==> config.mk <==
export PLATFORM = sky130hd
export DESIGN_NAME = bap_queue
export DESIGN_NICKNAME = d
export VERILOG_FILES = /design/src/bap_pkg.sv /design/src/bap_queue.sv
export SDC_FILE = /design/constraint.sdc
export NUM_CORES = 1
export LEC_CHECK = 0
export ABC_AREA = 1
export ABC_CLOCK_PERIOD_IN_PS = 5400
export BUFFER_PORTS_ARGS = -buffer_cell sky130_fd_sc_hd__buf_2
export CAP_MARGIN = 10
export CORE_MARGIN = 2
export CORE_UTILIZATION = 45
export DETAILED_ROUTE_END_ITERATION = 12
export GPL_TIMING_DRIVEN = 0
export PLACE_DENSITY = 0.79
export SLEW_MARGIN = 15
export SYNTH_ARGS = -nofsm -noshare
export SYNTH_HDL_FRONTEND = slang
export SYNTH_SLANG_ARGS = --single-unit
==> constraint.sdc <==
create_clock -name clk -period 5.4 [get_ports clk]
set_input_delay 0.54 -clock clk [delete_from_list [all_inputs] [get_ports clk]]
set_output_delay 0.54 -clock clk [all_outputs]
set_load 0.01 [all_outputs]
==> src/bap_pkg.sv <==
// Shared types and constants for the block-average pixelate filter.
`timescale 1ns / 1ps

package bap_pkg;

    localparam int MAX_DIMENSION_DEF   = 4096;
    localparam int BLOCKS_PER_AXIS_DEF = 64;

    localparam int SIDE_W      = 13;
    localparam int DENOM_W     = 7;
    localparam int CFG_DATA_W  = 13;
    localparam int CFG_INDEX_W = 2;
    localparam int SLOT_W      = 16;
    localparam int SUM_W       = 32;
    localparam int COUNT_W     = 25;
    localparam int CHAN_W      = 8;
    localparam int QUEUE_DEPTH = 2;

    localparam logic [CFG_INDEX_W-1:0] CFG_WIDTH  = 2'd0;
    localparam logic [CFG_INDEX_W-1:0] CFG_HEIGHT = 2'd1;
    localparam logic [CFG_INDEX_W-1:0] CFG_DENOM  = 2'd2;

    localparam logic OP_ACCUM = 1'b0;
    localparam logic OP_EMIT  = 1'b1;

    typedef struct packed {
        logic              op;
        logic [CHAN_W-1:0] red_in;
        logic [CHAN_W-1:0] green_in;
        logic [CHAN_W-1:0] blue_in;
        logic [CHAN_W-1:0] alpha_in;
    } pix_t;

    typedef struct packed {
        logic [CHAN_W-1:0] red_out;
        logic [CHAN_W-1:0] green_out;
        logic [CHAN_W-1:0] blue_out;
        logic [CHAN_W-1:0] alpha_out;
        logic              frame_end;
        logic              grid_overflow;
    } res_t;

    typedef struct packed {
        logic              op;
        logic [CHAN_W-1:0] red;
        logic [CHAN_W-1:0] green;
        logic [CHAN_W-1:0] blue;
        logic [CHAN_W-1:0] alpha;
        logic [SLOT_W-1:0] slot;
        logic              active;
        logic              overflow;
        logic              last_pixel;
    } work_t;

    typedef struct packed {
        logic [SUM_W-1:0]   red_sum;
        logic [SUM_W-1:0]   green_sum;
        logic [SUM_W-1:0]   blue_sum;
        logic [COUNT_W-1:0] count;
    } entry_t;

    typedef struct packed {
        logic full;
        logic empty;
    } queue_status_t;

    typedef struct packed {
        logic init_busy;
    } back_status_t;

endpackage

==> src/bap_queue.sv <==
// Short work queue between the front and back ends.
`timescale 1ns / 1ps

module bap_queue (
    input  logic                   clk,
    input  logic                   rst_n,
    input  logic                   push,
    input  bap_pkg::work_t         work_in,
    input  logic                   pop,
    output bap_pkg::work_t         work_out,
    output bap_pkg::queue_status_t qstat
);
    import bap_pkg::*;

    localparam int PTR_W = (QUEUE_DEPTH > 1) ? $clog2(QUEUE_DEPTH) : 1;
    localparam int CNT_W = $clog2(QUEUE_DEPTH + 1);

    work_t            slots [QUEUE_DEPTH];
    logic [PTR_W-1:0] wr_reg, wr_next, rd_reg, rd_next;
    logic [CNT_W-1:0] cnt_reg, cnt_next;

    always_comb
    begin
        wr_next  = wr_reg;
        rd_next  = rd_reg;
        cnt_next = cnt_reg;
        if (push)
            wr_next = (wr_reg == PTR_W'(QUEUE_DEPTH - 1)) ? '0 : wr_reg + PTR_W'(1);
        if (pop)
            rd_next = (rd_reg == PTR_W'(QUEUE_DEPTH - 1)) ? '0 : rd_reg + PTR_W'(1);
        if (push && !pop)
            cnt_next = cnt_reg + CNT_W'(1);
        else if (pop && !push)
            cnt_next = cnt_reg - CNT_W'(1);
    end

    always_ff @(posedge clk or negedge rst_n)
    begin
        if (!rst_n)
        begin
            wr_reg  <= '0;
            rd_reg  <= '0;
            cnt_reg <= '0;
        end
        else
        begin
            wr_reg  <= wr_next;
            rd_reg  <= rd_next;
            cnt_reg <= cnt_next;
        end
    end

    always_ff @(posedge clk)
    begin
        if (push)
            slots[wr_reg] <= work_in;
    end

    assign work_out    = slots[rd_reg];
    assign qstat.full  = (cnt_reg == CNT_W'(QUEUE_DEPTH));
    assign qstat.empty = (cnt_reg == '0);

endmodule

==> results.toml, run 1 <==
[setup_path]
cp.arrival_ps = 1520
end_kind = "output pin"
crit_chain = "buf_6 -> buf_12 -> mux2_4 -> buf_2"
worstSetupPathDepth = 4
r2r_cells = 3
critPathLaunchType = "flip-flop"
crit_type = "flip-flop to output pin"
critPathMaxStageDelay_ps = 350
worstPathRequired_ps = 4860
critPathTopFamily = "buffers and inverters"
crit_buf_inv = 3
slowest_stage = "dfrtp_1"
worst-path-max-fanout = 10

[synthesis]
ys_types = 14
synth_largest_area_cell = "edfxtp_1"
ys_seq_area_frac = 0.766
synth_nets = 244
syn_area_sq_um = 4210
syn_area_per_cell_sq_um = 22.5
synth-seq-cells = 108
synthCells = 187
ys_warn_count = 0
synth.top_cell.area_share = 0.742
synth.area.top_cells = "edfxtp_1, mux2_4, buf_12, dfrtp_1, mux2_2"

[floorplan]
initial_utilization = 0.460
dieArea_sq_um = 10100
fp.dieW_um = 101
io_pins = 110
die_y_um = 101
rows = 35
core_sq_um = 9150

[timing]
maxSlewHeadroom = 0.602
finalSetupViolations = 0
finalClockSkew_ps = 17.1
setup_tns_ps = 0
worst_pin_slew_ps = 595
period_share = 0.381
rsz0062_at_grt = "false"
maxSlewViolCount = 0
fin_crit_ps = 2060
max_freq_mhz = 486
finalHoldViolations = 0

[global_route]
grt_antenna_before_repair = 0
first_global_vias = 2007
grt-ovfl-total = 0
grt_first_pass_wirelength_mm = 9.91
track_usage = 0.134
grt_max_degree = 36

[cells_and_area]
drive_gt1_frac = 0.585
syn_to_final_growth_pct = 22.5
post-route-util = 0.563
largest_reg_flops = 104
final.fill_count = 724
nNetsFinal = 368
layout.cells.non_filler = 427
antenna_cells = 0

[clock_tree]
htreeDepth = 3
clk_latency_ps = 370
cts_tree = "done"
cts.clk_slew.worst_paths_ps = 110
cts_buffer_depth = 2
root_buffer = "clkbuf_8"
clock-sinks = 108
cts-buffers-inserted = 9

[detailed_routing]
wire_per_inst_um = 15.6
routed_via_density = 4.76
drcViolationCount = 0
dr_wl_met2_mm = 3.39
wl_met3_um = 403
vias = 2033
drt-met1-wl_mm = 2.77
wl_mm = 6.64
dr.first_iter.drc_count = 40
first_pass_iters = 4
highest_layer = "met4"
ant_nets = 0

[place]
place_congestion = 0.654
place_inst = 410
dp_hpwl_mm = 4.55
port_buffers = 109

[outcome]
status = "finished clean"

[run]
drv_cap = 0

[min_path]
hold_class = "input port to flip-flop"
hold_path_depth = 1

[power]
p_leak_nw = 2.12
irDropWorstVdd_mv = 0.229
powerDensity_nw_per_um2 = 493
[worst reg2reg max path: stages, from the launching register on]
cell and delay, ps:
dfrtp_1 440, nor2_4 510, buf_16 240, buf_16 170
[per-stage QoR]
stage	hold slack (ps)	power, mW	worst slack, ps	cell area, sq um
after floorplan	244	1.84	2170	4210
after global placement	349	2.11	824	4890
after detailed placement	352	2.15	3420	4980
after CTS	339	2.58	3300	5160
after global routing	328	2.68	3250	5160
final	355	2.54	3340	5160
[final cells by class]
class,count,area (sq um),area share
clock inverters,4,33.8,0.00655
repair buffers,113,631,0.122
flip-flops and latches,108,3220,0.625
multi-input cells,66,857,0.166
plain buffers,6,111,0.0216
well taps,111,139,0.0269
inverters,7,26.3,0.00510
clock buffers,12,135,0.0262
[final timing paths]
path / from / to / slack (ps)
max: rd_reg / work_out[32] / 3340
min: work_in[43] / slots[0][43] / 360
max reg2reg: wr_reg / slots[0][16] / 3760
min reg2reg: cnt_reg[1] / cnt_reg[1] / 530
max in group asynchronous: rst_n / rd_reg / 4760
min in group asynchronous: rst_n / cnt_reg[0] / 510
[layer usage]
layer,GRT usage,vias up
met5,0,-
met4,0.0601,0
met3,0.0465,5
met2,0.223,72
met1,0.159,990
li1,-,966
[synthesized netlist by cell type]
master,n
nand4_1,1
ha_1,1
nand3_1,1
edfxtp_1,104
mux2_2,3
dfrtp_1,4
nand2_1,5
buf_6,1
inv_1,7
xnor2_1,1
xor2_1,2
nor2_1,3
mux2_4,49
buf_12,5
[what timing repair did]
item                                   4_1_cts  5_1_grt
hold buffers                                 1        0
endpoints found under the hold margin        4        0
gates resized for setup                      0        0
buffers inserted                             0        0
[logic make-up (layout without fill, tap and decap cells)]
kind of cell / after synthesis / after routing / share of synthesized area
flip-flops: 108 / 108 / 0.766
multiplexers: 52 / 52 / 0.183
buffers and inverters: 13 / 142 / 0.0327
AND/OR/NAND/NOR: 10 / 10 / 0.00981
XOR/XNOR: 3 / 3 / 0.00624
adder cells (fa/ha/maj): 1 / 1 / 0.00297
[report_power, final]
part	internal (mW)	total (mW)	switching [mW]
sequential	1.11	1.16	0.0482
clock	0.172	0.431	0.259
combinational	0.519	0.955	0.436
[layout by cell type (no fill, tap or decap)]
cell type	n
mux2_4	49
xor2_1	2
buf_6	1
dlygate4sd3_1	1
ha_1	1
edfxtp_1	104
buf_12	6
clkinvlp_4	1
nor2_4	1
xnor2_1	1
nand4_1	1
buf_16	2
mux2_2	3
inv_6	1
dfrtp_1	4
inv_1	6
nor2_1	2
nand2_1	5
buf_2	109
clkinv_4	2
inv_2	1
clkbuf_8	9
nand3_1	1
clkbuf_1	3
Note: power is estimated with default switching activity, not from simulation.
==> run 2, diff against run 1 <==
--- a/config.mk
+++ b/config.mk
@@ -5,15 +5,15 @@
 export SDC_FILE = /design/constraint.sdc
 export NUM_CORES = 1
 export LEC_CHECK = 0
-export ABC_AREA = 1
-export ABC_CLOCK_PERIOD_IN_PS = 5400
+export ABC_AREA = 0
+export ABC_CLOCK_PERIOD_IN_PS = 1760
 export BUFFER_PORTS_ARGS = -buffer_cell sky130_fd_sc_hd__buf_2
 export CAP_MARGIN = 10
 export CORE_MARGIN = 2
 export CORE_UTILIZATION = 45
 export DETAILED_ROUTE_END_ITERATION = 12
 export GPL_TIMING_DRIVEN = 0
-export PLACE_DENSITY = 0.79
+export PLACE_DENSITY = 0.81
 export SLEW_MARGIN = 15
 export SYNTH_ARGS = -nofsm -noshare
 export SYNTH_HDL_FRONTEND = slang
==> constraint.sdc (replaced) <==
create_clock -name clk -period 1.76 [get_ports clk]
set_input_delay 0.176 -clock clk [delete_from_list [all_inputs] [get_ports clk]]
set_output_delay 0.176 -clock clk [all_outputs]
set_load 0.01 [all_outputs]
==> results.toml, run 2 <==
[setup_path]
r2r_end = "slots[1][25]"
critPathLaunchType = "flip-flop"
worst-path-max-fanout = 10
r2r_cells = 1
cp.arrival_ps = 1530
end_kind = "output pin"
worstPathRequired_ps = 1580
reg2reg_from = "wr_reg"
reg2reg_setup_slack_ps = 230
crit_type = "flip-flop to output pin"

[clock_tree]
cts_buffer_depth = 2
clock-sinks = 108
cts_tree = "done"
htreeDepth = 3
cts-buffers-inserted = 9
root_buffer = "clkbuf_8"
post_cts_buffers = 0
cts.clk_slew.worst_paths_ps = 90
clk_latency_ps = 360

[cells_and_area]
nNetsFinal = 410
drive_gt1_frac = 0.514
antenna_cells = 0
syn_to_final_growth_pct = 34.6
largest_reg_flops = 104
final_common_cell = "buf_2"
final_cell_mix = "buf_2, edfxtp_1, dlygate4sd3_1, mux2_4, clkbuf_8"

[timing]
maxSlewHeadroom = 0.451
worst_pin_slew_ps = 820
finalHoldViolations = 0
setup_tns_ps = 0
period_share = 0.969
maxSlewViolCount = 0
hold_ws_ps = 21.2
max_freq_mhz = 587
finalSetupViolations = 0
fin_crit_ps = 1700
rsz0062_at_grt = "false"
finalClockSkew_ps = 8.34

[synthesis]
synthCells = 178
synth_nets = 235
synth.area.top_cells = "edfxtp_1, mux2_4, buf_12, dfrtp_1, xor2_1"
synthArstFlopShare = 0.0370
synth_edf_count = 104
ys_types = 13
ys_warn_count = 0
synth_most_common_cell = "edfxtp_1"
syn_area_per_cell_sq_um = 23.5
synth_ff_type = "edfxtp_1"
synth_largest_area_cell = "edfxtp_1"
synth-seq-cells = 108
syn_area_sq_um = 4190
ys_seq_area_frac = 0.769
synth_common_cells = "edfxtp_1, mux2_4, buf_12, dfrtp_1, xor2_1"
synth.top_cell.area_share = 0.745

[min_path]
hold_class = "input port to flip-flop"
hold_start = "work_in[19]"
holdPathEnd = "slots[1][19]"
hold_path_depth = 1

[floorplan]
core_sq_um = 9150
die_y_um = 100
rows = 35
initial_utilization = 0.458
dieArea_sq_um = 10100
io_pins = 110
fp.dieW_um = 100

[detailed_routing]
vias = 2230
ant_nets = 0
first_pass_iters = 4
routed_via_density = 4.75
drcViolationCount = 0
wl_mm = 7.32
wire_per_inst_um = 15.6
dr.first_iter.drc_count = 37

[global_route]
first_global_vias = 2355
track_usage = 0.145
grt_max_degree = 53
grt_antenna_before_repair = 0
grt_first_pass_wirelength_mm = 10.9
grt-ovfl-total = 0

[power]
totalPowerFinal_mw = 8.00
powerDensity_nw_per_um2 = 1420
p_leak_nw = 2.29
irDropWorstVdd_mv = 0.870

[place]
dp_hpwl_mm = 4.37
place_congestion = 0.620
port_buffers = 109

[run]
drv_cap = 0

[outcome]
status = "finished clean"
==> run 2: cell types whose count changed after synthesis <==
cell and change:
inv_1 -6, and2_1 +1, nand2_1 -5, xor2_1 +2
nand3_1 -1, nor2_1 -1, nand4_1 -1, nor2b_1 +2
==> run 2: layout make-up <==
cell class	instances	area, sq um
Fill cell	657	3510
Sequential cell	108	3220
Timing Repair Buffer	163	1100
Multi-Input combinational cell	64	871
Tap cell	111	139
Clock buffer	12	135
Buffer	6	120
Clock inverter	4	52.6
Inverter	1	3.75
==> run 2: through the flow <==
step / worst slack, ps / instances / instance area, sq um / util
floorplan: 142 / 178 / 4200 / -
global placement: -272 / 398 / 4880 / 0.534
detailed placement: 31.5 / 399 / 4900 / 0.536
CTS: 19.2 / 467 / 5610 / 0.613
global route: 5.36 / 469 / 5640 / 0.616
finish: 55.1 / 469 / 5640 / 0.616
==> run 2: power by group <==
group	leakage (nW)	internal (mW)	switching, mW
Sequential	1.02	3.41	0.163
Clock	0.0828	0.660	0.782
Combinational	1.19	1.64	1.34
Total	2.29	5.71	2.29
==> run 2: metal layers <==
metal	up-vias	global-route usage	share of wire
met2	79	0.260	0.53
li1	1044	-	-
met3	19	0.0465	0.051
met5	-	0	0
met1	1088	0.157	0.40
met4	0	0.0653	0.023
==> run 2: cells by family (layout without fill, tap and decap cells) <==
kind of cell,count (synthesis),count (layout),share of synthesized area
flip-flops,108,108,0.769
multiplexers,52,52,0.184
buffers and inverters,7,186,0.0275
XOR/XNOR,5,5,0.0105
AND/OR/NAND/NOR,5,6,0.00627
adder cells (fa/ha/maj),1,1,0.00299
==> run 2: worst max-delay path, stage by stage, from the launching register on <==
cell and delay, ps:
dfrtp_1 400, buf_12 160, buf_12 150, mux2_4 300
buf_2 140
==> run 2: how the worst max path moves through the flow <==
stage	startpoint	endpoint	slack, ps	depth (start not counted)
floorplan	wr_reg	slots[0][0]	140	1
global placement	wr_reg	slots[0][20]	-270	1
detailed placement	wr_reg	slots[0][24]	30	2
CTS	wr_reg	slots[0][10]	20	2
global route	rd_reg	work_out[32]	5	4
finish	rd_reg	work_out[32]	60	4
==> run 2: what timing repair did <==
action	4_1_cts	5_1_grt
gates resized for setup	0	2
hold buffers	52	1
endpoints found under the setup margin	0	74
hold endpoints to repair	103	2
