--- config.mk ---
export PLATFORM = sky130hd
export DESIGN_NAME = bap_front
export DESIGN_NICKNAME = d
export VERILOG_FILES = /design/src/bap_pkg.sv /design/src/bap_div.sv /design/src/bap_front.sv
export SDC_FILE = /design/constraint.sdc
export NUM_CORES = 1
export LEC_CHECK = 0
export ABC_AREA = 1
export BUFFER_PORTS_ARGS = -buffer_cell sky130_fd_sc_hd__buf_4
export CORE_AREA = 2 2 152 154
export CTS_BUF_LIST = sky130_fd_sc_hd__clkbuf_4 sky130_fd_sc_hd__clkbuf_8
export DETAILED_ROUTE_END_ITERATION = 10
export DIE_AREA = 0 0 154 156
export PLACE_DENSITY = 0.8
export SLEW_MARGIN = 5
export SYNTH_ARGS = -nofsm -noshare
export SYNTH_HDL_FRONTEND = slang
export SYNTH_SLANG_ARGS = --single-unit
--- constraint.sdc ---
create_clock -name clk -period 7.75 [get_ports clk]
set_input_delay 1.55 -clock clk [delete_from_list [all_inputs] [get_ports clk]]
set_output_delay 1.55 -clock clk [all_outputs]
set_load 0.02 [all_outputs]
--- src/bap_pkg.sv ---
// Shared types and constants for the block-average pixelate filter.
`timescale 1ns / 1ps

package bap_pkg;

    localparam int MAX_DIMENSION_DEF   = 4096;
    localparam int BLOCKS_PER_AXIS_DEF = 64;

    localparam int SIDE_W      = 13;
    localparam int DENOM_W     = 7;
    localparam int CFG_DATA_W  = 13;
    localparam int CFG_INDEX_W = 2;
    localparam int SLOT_W      = 16;
    localparam int SUM_W       = 32;
    localparam int COUNT_W     = 25;
    localparam int CHAN_W      = 8;
    localparam int QUEUE_DEPTH = 2;

    localparam logic [CFG_INDEX_W-1:0] CFG_WIDTH  = 2'd0;
    localparam logic [CFG_INDEX_W-1:0] CFG_HEIGHT = 2'd1;
    localparam logic [CFG_INDEX_W-1:0] CFG_DENOM  = 2'd2;

    localparam logic OP_ACCUM = 1'b0;
    localparam logic OP_EMIT  = 1'b1;

    typedef struct packed {
        logic              op;
        logic [CHAN_W-1:0] red_in;
        logic [CHAN_W-1:0] green_in;
        logic [CHAN_W-1:0] blue_in;
        logic [CHAN_W-1:0] alpha_in;
    } pix_t;

    typedef struct packed {
        logic [CHAN_W-1:0] red_out;
        logic [CHAN_W-1:0] green_out;
        logic [CHAN_W-1:0] blue_out;
        logic [CHAN_W-1:0] alpha_out;
        logic              frame_end;
        logic              grid_overflow;
    } res_t;

    typedef struct packed {
        logic              op;
        logic [CHAN_W-1:0] red;
        logic [CHAN_W-1:0] green;
        logic [CHAN_W-1:0] blue;
        logic [CHAN_W-1:0] alpha;
        logic [SLOT_W-1:0] slot;
        logic              active;
        logic              overflow;
        logic              last_pixel;
    } work_t;

    typedef struct packed {
        logic [SUM_W-1:0]   red_sum;
        logic [SUM_W-1:0]   green_sum;
        logic [SUM_W-1:0]   blue_sum;
        logic [COUNT_W-1:0] count;
    } entry_t;

    typedef struct packed {
        logic full;
        logic empty;
    } queue_status_t;

    typedef struct packed {
        logic init_busy;
    } back_status_t;

endpackage

--- src/bap_div.sv ---
// Restoring divider, one quotient bit per cycle.
`timescale 1ns / 1ps

module bap_div #(
    parameter int W = 32
) (
    input  logic         clk,
    input  logic         rst_n,
    input  logic         start,
    input  logic [W-1:0] dividend,
    input  logic [W-1:0] divisor,
    output logic         done,
    output logic [W-1:0] quotient,
    output logic [W-1:0] remainder
);
    localparam int CNT_W = $clog2(W + 1);

    logic [W-1:0]     quo_reg, quo_next;
    logic [W-1:0]     rem_reg, rem_next;
    logic [W-1:0]     den_reg, den_next;
    logic [CNT_W-1:0] cnt_reg, cnt_next;
    logic             busy_reg, busy_next;
    logic             done_reg, done_next;
    logic [W:0]       shifted;
    logic [W:0]       trial;

    always_comb
    begin
        quo_next  = quo_reg;
        rem_next  = rem_reg;
        den_next  = den_reg;
        cnt_next  = cnt_reg;
        busy_next = busy_reg;
        done_next = 1'b0;
        shifted   = {rem_reg, quo_reg[W-1]};
        trial     = shifted - {1'b0, den_reg};
        if (start)
        begin
            quo_next  = dividend;
            rem_next  = '0;
            den_next  = divisor;
            cnt_next  = '0;
            busy_next = 1'b1;
        end
        else if (busy_reg)
        begin
            // keep the trial difference when it does not borrow
            if (!trial[W])
            begin
                rem_next = trial[W-1:0];
                quo_next = {quo_reg[W-2:0], 1'b1};
            end
            else
            begin
                rem_next = shifted[W-1:0];
                quo_next = {quo_reg[W-2:0], 1'b0};
            end
            cnt_next = cnt_reg + CNT_W'(1);
            if (cnt_reg == CNT_W'(W - 1))
            begin
                busy_next = 1'b0;
                done_next = 1'b1;
            end
        end
    end

    always_ff @(posedge clk or negedge rst_n)
    begin
        if (!rst_n)
        begin
            busy_reg <= 1'b0;
            done_reg <= 1'b0;
            cnt_reg  <= '0;
        end
        else
        begin
            busy_reg <= busy_next;
            done_reg <= done_next;
            cnt_reg  <= cnt_next;
        end
    end

    always_ff @(posedge clk)
    begin
        quo_reg <= quo_next;
        rem_reg <= rem_next;
        den_reg <= den_next;
    end

    assign done      = done_reg;
    assign quotient  = quo_reg;
    assign remainder = rem_reg;

endmodule

--- src/bap_front.sv ---
// Front end: configuration, raster position tracking and block classification.
`timescale 1ns / 1ps

module bap_front #(
    parameter int MAX_DIMENSION   = 4096,
    parameter int BLOCKS_PER_AXIS = 64
) (
    input  logic                             clk,
    input  logic                             rst_n,
    input  logic                             pix_valid,
    output logic                             pix_stall,
    input  bap_pkg::pix_t                    pix,
    input  logic                             cfg_valid,
    output logic                             cfg_ready,
    input  logic [bap_pkg::CFG_INDEX_W-1:0]  cfg_index,
    input  logic [bap_pkg::CFG_DATA_W-1:0]   cfg_data,
    input  bap_pkg::queue_status_t           qstat,
    input  bap_pkg::back_status_t            bstat,
    output logic                             push,
    output bap_pkg::work_t                   work
);
    import bap_pkg::*;

    localparam int DIM_W  = $clog2(MAX_DIMENSION + 1);
    localparam int POS_W  = $clog2(MAX_DIMENSION);
    localparam int FDIV_W = (DIM_W > DENOM_W) ? DIM_W : DENOM_W;
    localparam int EXT_W  = (DIM_W > SIDE_W) ? DIM_W : SIDE_W;
    localparam int BPA_W  = $clog2(BLOCKS_PER_AXIS + 1);
    localparam int CMP_W  = (POS_W > BPA_W) ? POS_W : BPA_W;
    localparam int G_W    = DIM_W + BPA_W;

    typedef enum logic [2:0] {
        F_RUN, F_EDGE_GO, F_EDGE_WAIT, F_COL_GO, F_COL_WAIT, F_ROW_GO, F_ROW_WAIT
    } fstate_t;

    fstate_t             state_reg, state_next;
    logic [SIDE_W-1:0]   width_reg, width_next;
    logic [SIDE_W-1:0]   height_reg, height_next;
    logic [DENOM_W-1:0]  denom_reg, denom_next;
    logic [DIM_W-1:0]    edge_reg, edge_next;
    logic [POS_W-1:0]    col_reg, col_next, row_reg, row_next;
    logic [POS_W-1:0]    bx_reg, bx_next, by_reg, by_next;
    logic [POS_W-1:0]    cofs_reg, cofs_next, rofs_reg, rofs_next;
    logic                phase_reg, phase_next;

    logic [DIM_W-1:0]    w_side, h_side, larger;
    logic [POS_W-1:0]    e_col, e_row, e_bx, e_by, e_cofs, e_rofs;
    logic                restart, edge_on, grid_big, off_table;
    logic                active, overflow, last_col, last_pixel, accept, cfg_write;
    logic                div_start, div_done;
    logic [FDIV_W-1:0]   div_num, div_den, div_q, div_r;

    function automatic logic [DIM_W-1:0] clamp_side(input logic [SIDE_W-1:0] v);
        logic [EXT_W-1:0] e;
        e = EXT_W'(v);
        if (e == '0)
            e = EXT_W'(1);
        else if (e > EXT_W'(MAX_DIMENSION))
            e = EXT_W'(MAX_DIMENSION);
        return DIM_W'(e);
    endfunction

    assign w_side    = clamp_side(width_reg);
    assign h_side    = clamp_side(height_reg);
    assign larger    = (w_side > h_side) ? w_side : h_side;
    assign cfg_ready = 1'b1;
    assign cfg_write = cfg_valid && cfg_ready;
    assign pix_stall = (state_reg != F_RUN) || qstat.full || bstat.init_busy;
    assign accept    = pix_valid && !pix_stall;
    assign push      = accept;

    // divider operands follow the setup step
    always_comb
    begin
        div_start = 1'b0;
        div_num   = FDIV_W'(larger);
        div_den   = FDIV_W'(denom_reg);
        case (state_reg)
            F_EDGE_GO:
            begin
                div_start = (denom_reg != '0);
            end
            F_COL_GO:
            begin
                div_start = 1'b1;
                div_num   = FDIV_W'(col_reg);
                div_den   = FDIV_W'(edge_reg);
            end
            F_ROW_GO:
            begin
                div_start = 1'b1;
                div_num   = FDIV_W'(row_reg);
                div_den   = FDIV_W'(edge_reg);
            end
            default:
            begin
                div_start = 1'b0;
            end
        endcase
    end

    bap_div #(.W(FDIV_W)) u_div (
        .clk       (clk),
        .rst_n     (rst_n),
        .start     (div_start),
        .dividend  (div_num),
        .divisor   (div_den),
        .done      (div_done),
        .quotient  (div_q),
        .remainder (div_r)
    );

    // classify the incoming pixel
    always_comb
    begin
        restart    = (pix.op != phase_reg);
        e_col      = restart ? '0 : col_reg;
        e_row      = restart ? '0 : row_reg;
        e_bx       = restart ? '0 : bx_reg;
        e_by       = restart ? '0 : by_reg;
        e_cofs     = restart ? '0 : cofs_reg;
        e_rofs     = restart ? '0 : rofs_reg;
        edge_on    = (edge_reg != '0);
        grid_big   = (G_W'(w_side) > G_W'(BLOCKS_PER_AXIS) * G_W'(edge_reg)) ||
                     (G_W'(h_side) > G_W'(BLOCKS_PER_AXIS) * G_W'(edge_reg));
        off_table  = (CMP_W'(e_bx) >= CMP_W'(BLOCKS_PER_AXIS)) ||
                     (CMP_W'(e_by) >= CMP_W'(BLOCKS_PER_AXIS));
        overflow   = edge_on && (grid_big || off_table);
        active     = edge_on && !(grid_big || off_table);
        last_col   = (DIM_W'(e_col) + DIM_W'(1)) >= w_side;
        last_pixel = last_col && ((DIM_W'(e_row) + DIM_W'(1)) >= h_side);

        work.op         = pix.op;
        work.red        = pix.red_in;
        work.green      = pix.green_in;
        work.blue       = pix.blue_in;
        work.alpha      = pix.alpha_in;
        work.slot       = active ? SLOT_W'(SLOT_W'(e_by) * SLOT_W'(BLOCKS_PER_AXIS)
                                           + SLOT_W'(e_bx)) : '0;
        work.active     = active;
        work.overflow   = overflow;
        work.last_pixel = last_pixel;
    end

    always_comb
    begin
        state_next  = state_reg;
        width_next  = width_reg;
        height_next = height_reg;
        denom_next  = denom_reg;
        edge_next   = edge_reg;
        col_next    = col_reg;
        row_next    = row_reg;
        bx_next     = bx_reg;
        by_next     = by_reg;
        cofs_next   = cofs_reg;
        rofs_next   = rofs_reg;
        phase_next  = phase_reg;
        case (state_reg)
            F_RUN:
            begin
                if (accept)
                begin
                    col_next  = e_col;
                    row_next  = e_row;
                    bx_next   = e_bx;
                    by_next   = e_by;
                    cofs_next = e_cofs;
                    rofs_next = e_rofs;
                    phase_next = pix.op;
                    if (last_pixel)
                    begin
                        col_next   = '0;
                        row_next   = '0;
                        bx_next    = '0;
                        by_next    = '0;
                        cofs_next  = '0;
                        rofs_next  = '0;
                        phase_next = (pix.op == OP_ACCUM) ? OP_EMIT : OP_ACCUM;
                    end
                    else if (last_col)
                    begin
                        col_next  = '0;
                        bx_next   = '0;
                        cofs_next = '0;
                        row_next  = e_row + POS_W'(1);
                        if ((DIM_W'(e_rofs) + DIM_W'(1)) == edge_reg)
                        begin
                            rofs_next = '0;
                            by_next   = e_by + POS_W'(1);
                        end
                        else
                        begin
                            rofs_next = e_rofs + POS_W'(1);
                        end
                    end
                    else
                    begin
                        col_next = e_col + POS_W'(1);
                        if ((DIM_W'(e_cofs) + DIM_W'(1)) == edge_reg)
                        begin
                            cofs_next = '0;
                            bx_next   = e_bx + POS_W'(1);
                        end
                        else
                        begin
                            cofs_next = e_cofs + POS_W'(1);
                        end
                    end
                end
            end
            F_EDGE_GO:
            begin
                if (denom_reg == '0)
                begin
                    edge_next  = '0;
                    state_next = F_RUN;
                end
                else
                begin
                    state_next = F_EDGE_WAIT;
                end
            end
            F_EDGE_WAIT:
            begin
                if (div_done)
                begin
                    edge_next  = DIM_W'(div_q);
                    state_next = (div_q == '0) ? F_RUN : F_COL_GO;
                end
            end
            F_COL_GO:
            begin
                state_next = F_COL_WAIT;
            end
            F_COL_WAIT:
            begin
                if (div_done)
                begin
                    bx_next    = POS_W'(div_q);
                    cofs_next  = POS_W'(div_r);
                    state_next = F_ROW_GO;
                end
            end
            F_ROW_GO:
            begin
                state_next = F_ROW_WAIT;
            end
            F_ROW_WAIT:
            begin
                if (div_done)
                begin
                    by_next    = POS_W'(div_q);
                    rofs_next  = POS_W'(div_r);
                    state_next = F_RUN;
                end
            end
            default:
            begin
                state_next = F_EDGE_GO;
            end
        endcase
        // any register write reruns the block geometry setup
        if (cfg_write)
        begin
            state_next = F_EDGE_GO;
            case (cfg_index)
                CFG_WIDTH:  width_next  = SIDE_W'(cfg_data);
                CFG_HEIGHT: height_next = SIDE_W'(cfg_data);
                CFG_DENOM:  denom_next  = DENOM_W'(cfg_data);
                default:    denom_next  = denom_reg;
            endcase
        end
    end

    always_ff @(posedge clk or negedge rst_n)
    begin
        if (!rst_n)
        begin
            state_reg  <= F_EDGE_GO;
            width_reg  <= SIDE_W'(1);
            height_reg <= SIDE_W'(1);
            denom_reg  <= '0;
            edge_reg   <= '0;
            col_reg    <= '0;
            row_reg    <= '0;
            bx_reg     <= '0;
            by_reg     <= '0;
            cofs_reg   <= '0;
            rofs_reg   <= '0;
            phase_reg  <= OP_ACCUM;
        end
        else
        begin
            state_reg  <= state_next;
            width_reg  <= width_next;
            height_reg <= height_next;
            denom_reg  <= denom_next;
            edge_reg   <= edge_next;
            col_reg    <= col_next;
            row_reg    <= row_next;
            bx_reg     <= bx_next;
            by_reg     <= by_next;
            cofs_reg   <= cofs_next;
            rofs_reg   <= rofs_next;
            phase_reg  <= phase_next;
        end
    end

endmodule

==> impl_table.tex <==
\begin{tabular}{lr}
\hline
Metric & Value \\
\hline
\multicolumn{2}{l}{\textbf{CTS}} \\
TritonCTS clock tree & done \\
CTS Root Buffer Type & sky130\_fd\_sc\_hd\_\_clkbuf\_8 \\
Quantity of hold-fixing buffers added after cts & 0 \\
Count of cells resized by post-cts repair & 0 \\
Buffers inserted by post-CTS timing repair & 0 \\
Cts bufs inserted & 17 \\
Clock Sink Count & 167 \\
Clock slew at reported path FFs & 0.10 ns \\
CTS H-Tree Depth & 4 \\
Later-pin clock latency in the skew report & 0.49 ns \\
Deepest clock path buffer count & 2 \\
\multicolumn{2}{l}{\textbf{Critical path}} \\
Cell family with the largest share of critical-path delay & simple AND/OR/NAND/NOR gates \\
Largest stage delay on the critical path & 0.76 ns \\
Endpoint of the worst-slack reg-to-reg timing path & by\_reg[1] \\
Master of the slowest instance on the critical path & sky130\_fd\_sc\_hd\_\_o311ai\_0 \\
Sort of element at the start of the critical path & primary input \\
Required @ worst endpoint & 6.20 ns \\
WP depth & 18 \\
R2r startpoint & phase\_reg \\
Most used cell, CP & sky130\_fd\_sc\_hd\_\_nand2\_1 \\
Flop-to-flop setup slack & 2.88 ns \\
Count of buffering cells on the critical path with inverters included & 5 \\
Worst reg-to-reg path cell count & 21 \\
Crit path kind & primary input to output pin \\
Worst-path cell chain & buf\_4, inv\_2, nand2\_1, nand2\_4, nor2\_1, ha\_1, inv\_1, nor4\_1, nand3\_1, nor3\_2, nand3\_1, xor2\_1, ha\_1, nand2\_1, o311ai\_0, nand2\_1, inv\_1, buf\_4 \\
Endpoint kind of the worst setup timing path & output pin \\
Arrival time at the worst endpoint & 5.24 ns \\
Max Fanout on Critical Path & 28 \\
\multicolumn{2}{l}{\textbf{STA}} \\
Fin Setup TNS & 0 ns \\
Achievable frequency & 147 MHz \\
Setup repair after global routing missed its margin & false \\
Slew at the pin closest to its max-slew limit & 1.23 ns \\
Final Hold Fails & 0 \\
Max\_slew headroom & 17.7\% \\
Clock skew after layout & 0.0142 ns \\
Post-route fraction of the period consumed by the critical path & 87.6\% \\
Finish-stage setup viols & 0 \\
Shortest clock period the worst path allows after layout & 6.79 ns \\
Final Slew Violations & 0 \\
\multicolumn{2}{l}{\textbf{Drt}} \\
Wirelength per Cell & 17.1 um \\
Number of vias in the routed layout & 12800 \\
Iteration-0 DRC count of the detailed router & 1293 \\
Number of iterations in the first detailed-routing pass & 6 \\
Antenna-violating nets left & 0 \\
Vias per inst & 5.93 \\
DRC violations left & 0 \\
Detailed Route WL & 36900 um \\
\multicolumn{2}{l}{\textbf{Worst hold path}} \\
Hold Path Stages & 2 \\
Worst min-delay path endpoint & width\_reg[5] \\
Startpoint of the most critical hold path & width\_reg[5] \\
Class of the tightest hold or removal check & flop to flop \\
\multicolumn{2}{l}{\textbf{Place}} \\
Buffers on Ports & 40 \\
Final GP Congestion & 0.950 \\
Cell count after placement & 2124 \\
Placed wire-length estimate & 26900 um \\
\multicolumn{2}{l}{\textbf{Global route}} \\
Maximum number of pins on one net before global-route repair & 67 \\
First-pass GRT wire length & 59400 um \\
Overall track demand over capacity in global routing & 30.9\% \\
Vias in the first global route & 12000 \\
Initial antenna violation count & 0 \\
Sum of overflow across all layers after global routing & 0 \\
\multicolumn{2}{l}{\textbf{Power and ir drop}} \\
Clock share of power & 11.3\% \\
Total power & 6040 uW \\
Relative contribution of sequential cells to total power & 27.5\% \\
Max IR drop VDD & 0.000186 V \\
Static leakage & 0.00688 uW \\
Net switching fraction of the power & 52.4\% \\
Combinational fraction of design power & 61.1\% \\
Power per unit of standard cell area & 439 nW/um\^{}2 \\
Switching power & 3170 uW \\
Internal power & 2870 uW \\
\multicolumn{2}{l}{\textbf{Logic synthesis}} \\
Number of unique standard cell types used by synthesis & 54 \\
Sequential cell area fraction in the yosys report & 32.3\% \\
Number of flip-flops and latches in the synthesized netlist & 167 \\
Area contributors post-synth & sky130\_fd\_sc\_hd\_\_dfrtp\_1 24\%, sky130\_fd\_sc\_hd\_\_nand2\_1 11\%, sky130\_fd\_sc\_hd\_\_ha\_1 7.7\%, sky130\_fd\_sc\_hd\_\_inv\_1 7.3\%, sky130\_fd\_sc\_hd\_\_edfxtp\_1 5.9\% \\
Cell area after synthesis & 13200 sq um \\
Fraction of registers with async set/reset & 76.6\% \\
Cell taking the most area after synthesis & sky130\_fd\_sc\_hd\_\_dfrtp\_1 \\
Number of synthesized flops with an enable pin & 26 \\
Most used DFF post-synth & sky130\_fd\_sc\_hd\_\_dfrtp\_1 \\
Top-area cell type share of the netlist area & 23.8\% \\
Synthesis warning total & 0 \\
Number of cells produced by synthesis & 1890 \\
Avg Inst Size Synth & 6.97 sq um \\
\multicolumn{2}{l}{\textbf{Die}} \\
Floorplan die area & 24000 sq um \\
Area of the placeable core & 22400 sq um \\
Starting Density & 58.9\% \\
Die X-Extent & 154 um \\
I/O Pins & 110 \\
Vertical die dimension & 156 um \\
Number of cell rows & 55 \\
\multicolumn{2}{l}{\textbf{Layout}} \\
Number of antenna diodes & 0 \\
Final core utilization & 61.5\% \\
Non-filler cells in the finished layout & 2156 \\
Area grow syn2layout & 4.49\% \\
Fraction of final layout cells sized beyond drive strength 1 & 7.54\% \\
Count of nets after finishing & 1996 \\
\multicolumn{2}{l}{\textbf{Flow run}} \\
Count of maximum capacitance violations & 0 \\
\multicolumn{2}{l}{\textbf{Outcome}} \\
Status & completed \\
\hline
\end{tabular}
==> kinds of logic after synthesis <==
kind of cell    count (synthesis)  synth area share, %
compound gates                365                 15.7
xor+xnor                       51                 3.50
fa+ha+maj                      83                 8.00
buf+inv                       373                 12.2
flops                         167                 32.3
other cells                     2               0.0570
simple gates                  849                 28.3
==> placed cells by master, fill, tap and decap left out, drive strengths merged, types with 16 or more instances in the layout <==
cell type	synthesis	routed
a21oi	157	157
a22oi	18	18
buf	62	54
clkbuf	45	19
dfrtp	125	125
edfxtp	26	26
ha	81	81
inv	262	270
nand2	400	400
nand3	141	141
nand4	53	53
nor2	213	213
nor3	25	25
o211ai	16	16
o21ai	120	120
o22ai	25	25
xnor2	16	16
xor2	34	34
==> through the flow <==
step	setup slack (ns)	hold slack, ns	instance area [sq um]
after floorplan	1.24	0.453	13200
after global routing	0.578	0.510	13800
after global placement	1.16	0.470	13300
after detailed placement	1.08	0.473	13300
after CTS	1.06	0.497	13800
final	0.960	0.493	13800
==> worst max path at each step <==
stage | start | endpoint
finish | pix[32] | work[0]
global route | pix[32] | work[0]
CTS | pix[32] | work[0]
detailed placement | pix[32] | work[0]
global placement | pix[32] | work[0]
floorplan | pix[32] | work[0]
==> metal layers <==
layer,GRT usage [%],vias up,part of all wire (%)
met5,0,-,0
met4,16.3,0,4.5
met3,5.67,125,7.8
met2,50.5,558,46
met1,39.2,5943,42
li1,-,6156,-
==> worst register-to-register path, cell delays in order (launching register included) <==
cell and delay, ns:
sky130_fd_sc_hd__dfrtp_1 0.39, sky130_fd_sc_hd__inv_1 0.07, sky130_fd_sc_hd__nand2_1 0.12, sky130_fd_sc_hd__nand2_4 0.21
sky130_fd_sc_hd__nor2_1 0.27, sky130_fd_sc_hd__ha_1 0.21, sky130_fd_sc_hd__nand2_1 0.07, sky130_fd_sc_hd__nor2_1 0.15
sky130_fd_sc_hd__nand3_1 0.16, sky130_fd_sc_hd__nor4_2 0.32, sky130_fd_sc_hd__nand3_1 0.16, sky130_fd_sc_hd__nand2_1 0.13
sky130_fd_sc_hd__inv_1 0.05, sky130_fd_sc_hd__ha_1 0.28, sky130_fd_sc_hd__a21oi_1 0.15, sky130_fd_sc_hd__o21ai_0 0.12
sky130_fd_sc_hd__a21oi_1 0.13, sky130_fd_sc_hd__nand2_1 0.13, sky130_fd_sc_hd__buf_4 0.31, sky130_fd_sc_hd__a21oi_2 0.97
sky130_fd_sc_hd__o211ai_1 0.21, sky130_fd_sc_hd__a21oi_1 0.19
==> Yosys cell counts (3+ instances only) <==
cell type                  number
sky130_fd_sc_hd__nand4_1       51
sky130_fd_sc_hd__dfxtp_1       13
sky130_fd_sc_hd__a21oi_1      149
sky130_fd_sc_hd__o211ai_1      16
sky130_fd_sc_hd__nand2_2        3
sky130_fd_sc_hd__buf_4         42
sky130_fd_sc_hd__inv_1        257
sky130_fd_sc_hd__clkbuf_1      45
sky130_fd_sc_hd__nor2_4         4
sky130_fd_sc_hd__nand3b_1       5
sky130_fd_sc_hd__xor2_1        34
sky130_fd_sc_hd__buf_6          4
sky130_fd_sc_hd__a21oi_2        8
sky130_fd_sc_hd__nor4_2         4
sky130_fd_sc_hd__dfstp_2        3
sky130_fd_sc_hd__dfrtp_1      125
sky130_fd_sc_hd__a221oi_1      12
sky130_fd_sc_hd__nor2_1       197
sky130_fd_sc_hd__a31oi_1        4
sky130_fd_sc_hd__nor3_1        21
sky130_fd_sc_hd__inv_2          5
sky130_fd_sc_hd__nand3_1      137
sky130_fd_sc_hd__nand3_2        4
sky130_fd_sc_hd__ha_1          81
sky130_fd_sc_hd__a22oi_1       18
sky130_fd_sc_hd__o22ai_1       25
sky130_fd_sc_hd__clkinv_1       4
sky130_fd_sc_hd__nor4_1         5
sky130_fd_sc_hd__nor3_2         4
sky130_fd_sc_hd__o21ai_0      117
sky130_fd_sc_hd__buf_2         14
sky130_fd_sc_hd__xnor2_1       16
sky130_fd_sc_hd__nand2_1      396
sky130_fd_sc_hd__nor2_2        12
sky130_fd_sc_hd__o21ai_1        3
sky130_fd_sc_hd__edfxtp_1      26
==> power groups by stage <==
stage	sequential, uW	clock [uW]	combinational (uW)
2_1_floorplan	1510	0	2890
3_3_place_gp	1660	0	3500
3_5_place_dp	1660	0	3610
4_1_cts	1650	684	3630
5_1_grt	1700	717	4140
6_report	1660	684	3690
==> final cells by class <==
type / count / area [sq um]
Sequential cell: 167 / 4250
Multi-Input combinational cell: 1352 / 7330
Clock inverter: 13 / 156
Timing Repair Buffer: 54 / 409
Fill cell: 2033 / 8610
Tap cell: 285 / 357
Inverter: 266 / 998
Clock buffer: 19 / 255
No activity file was read; power rests on OpenSTA's default activity.
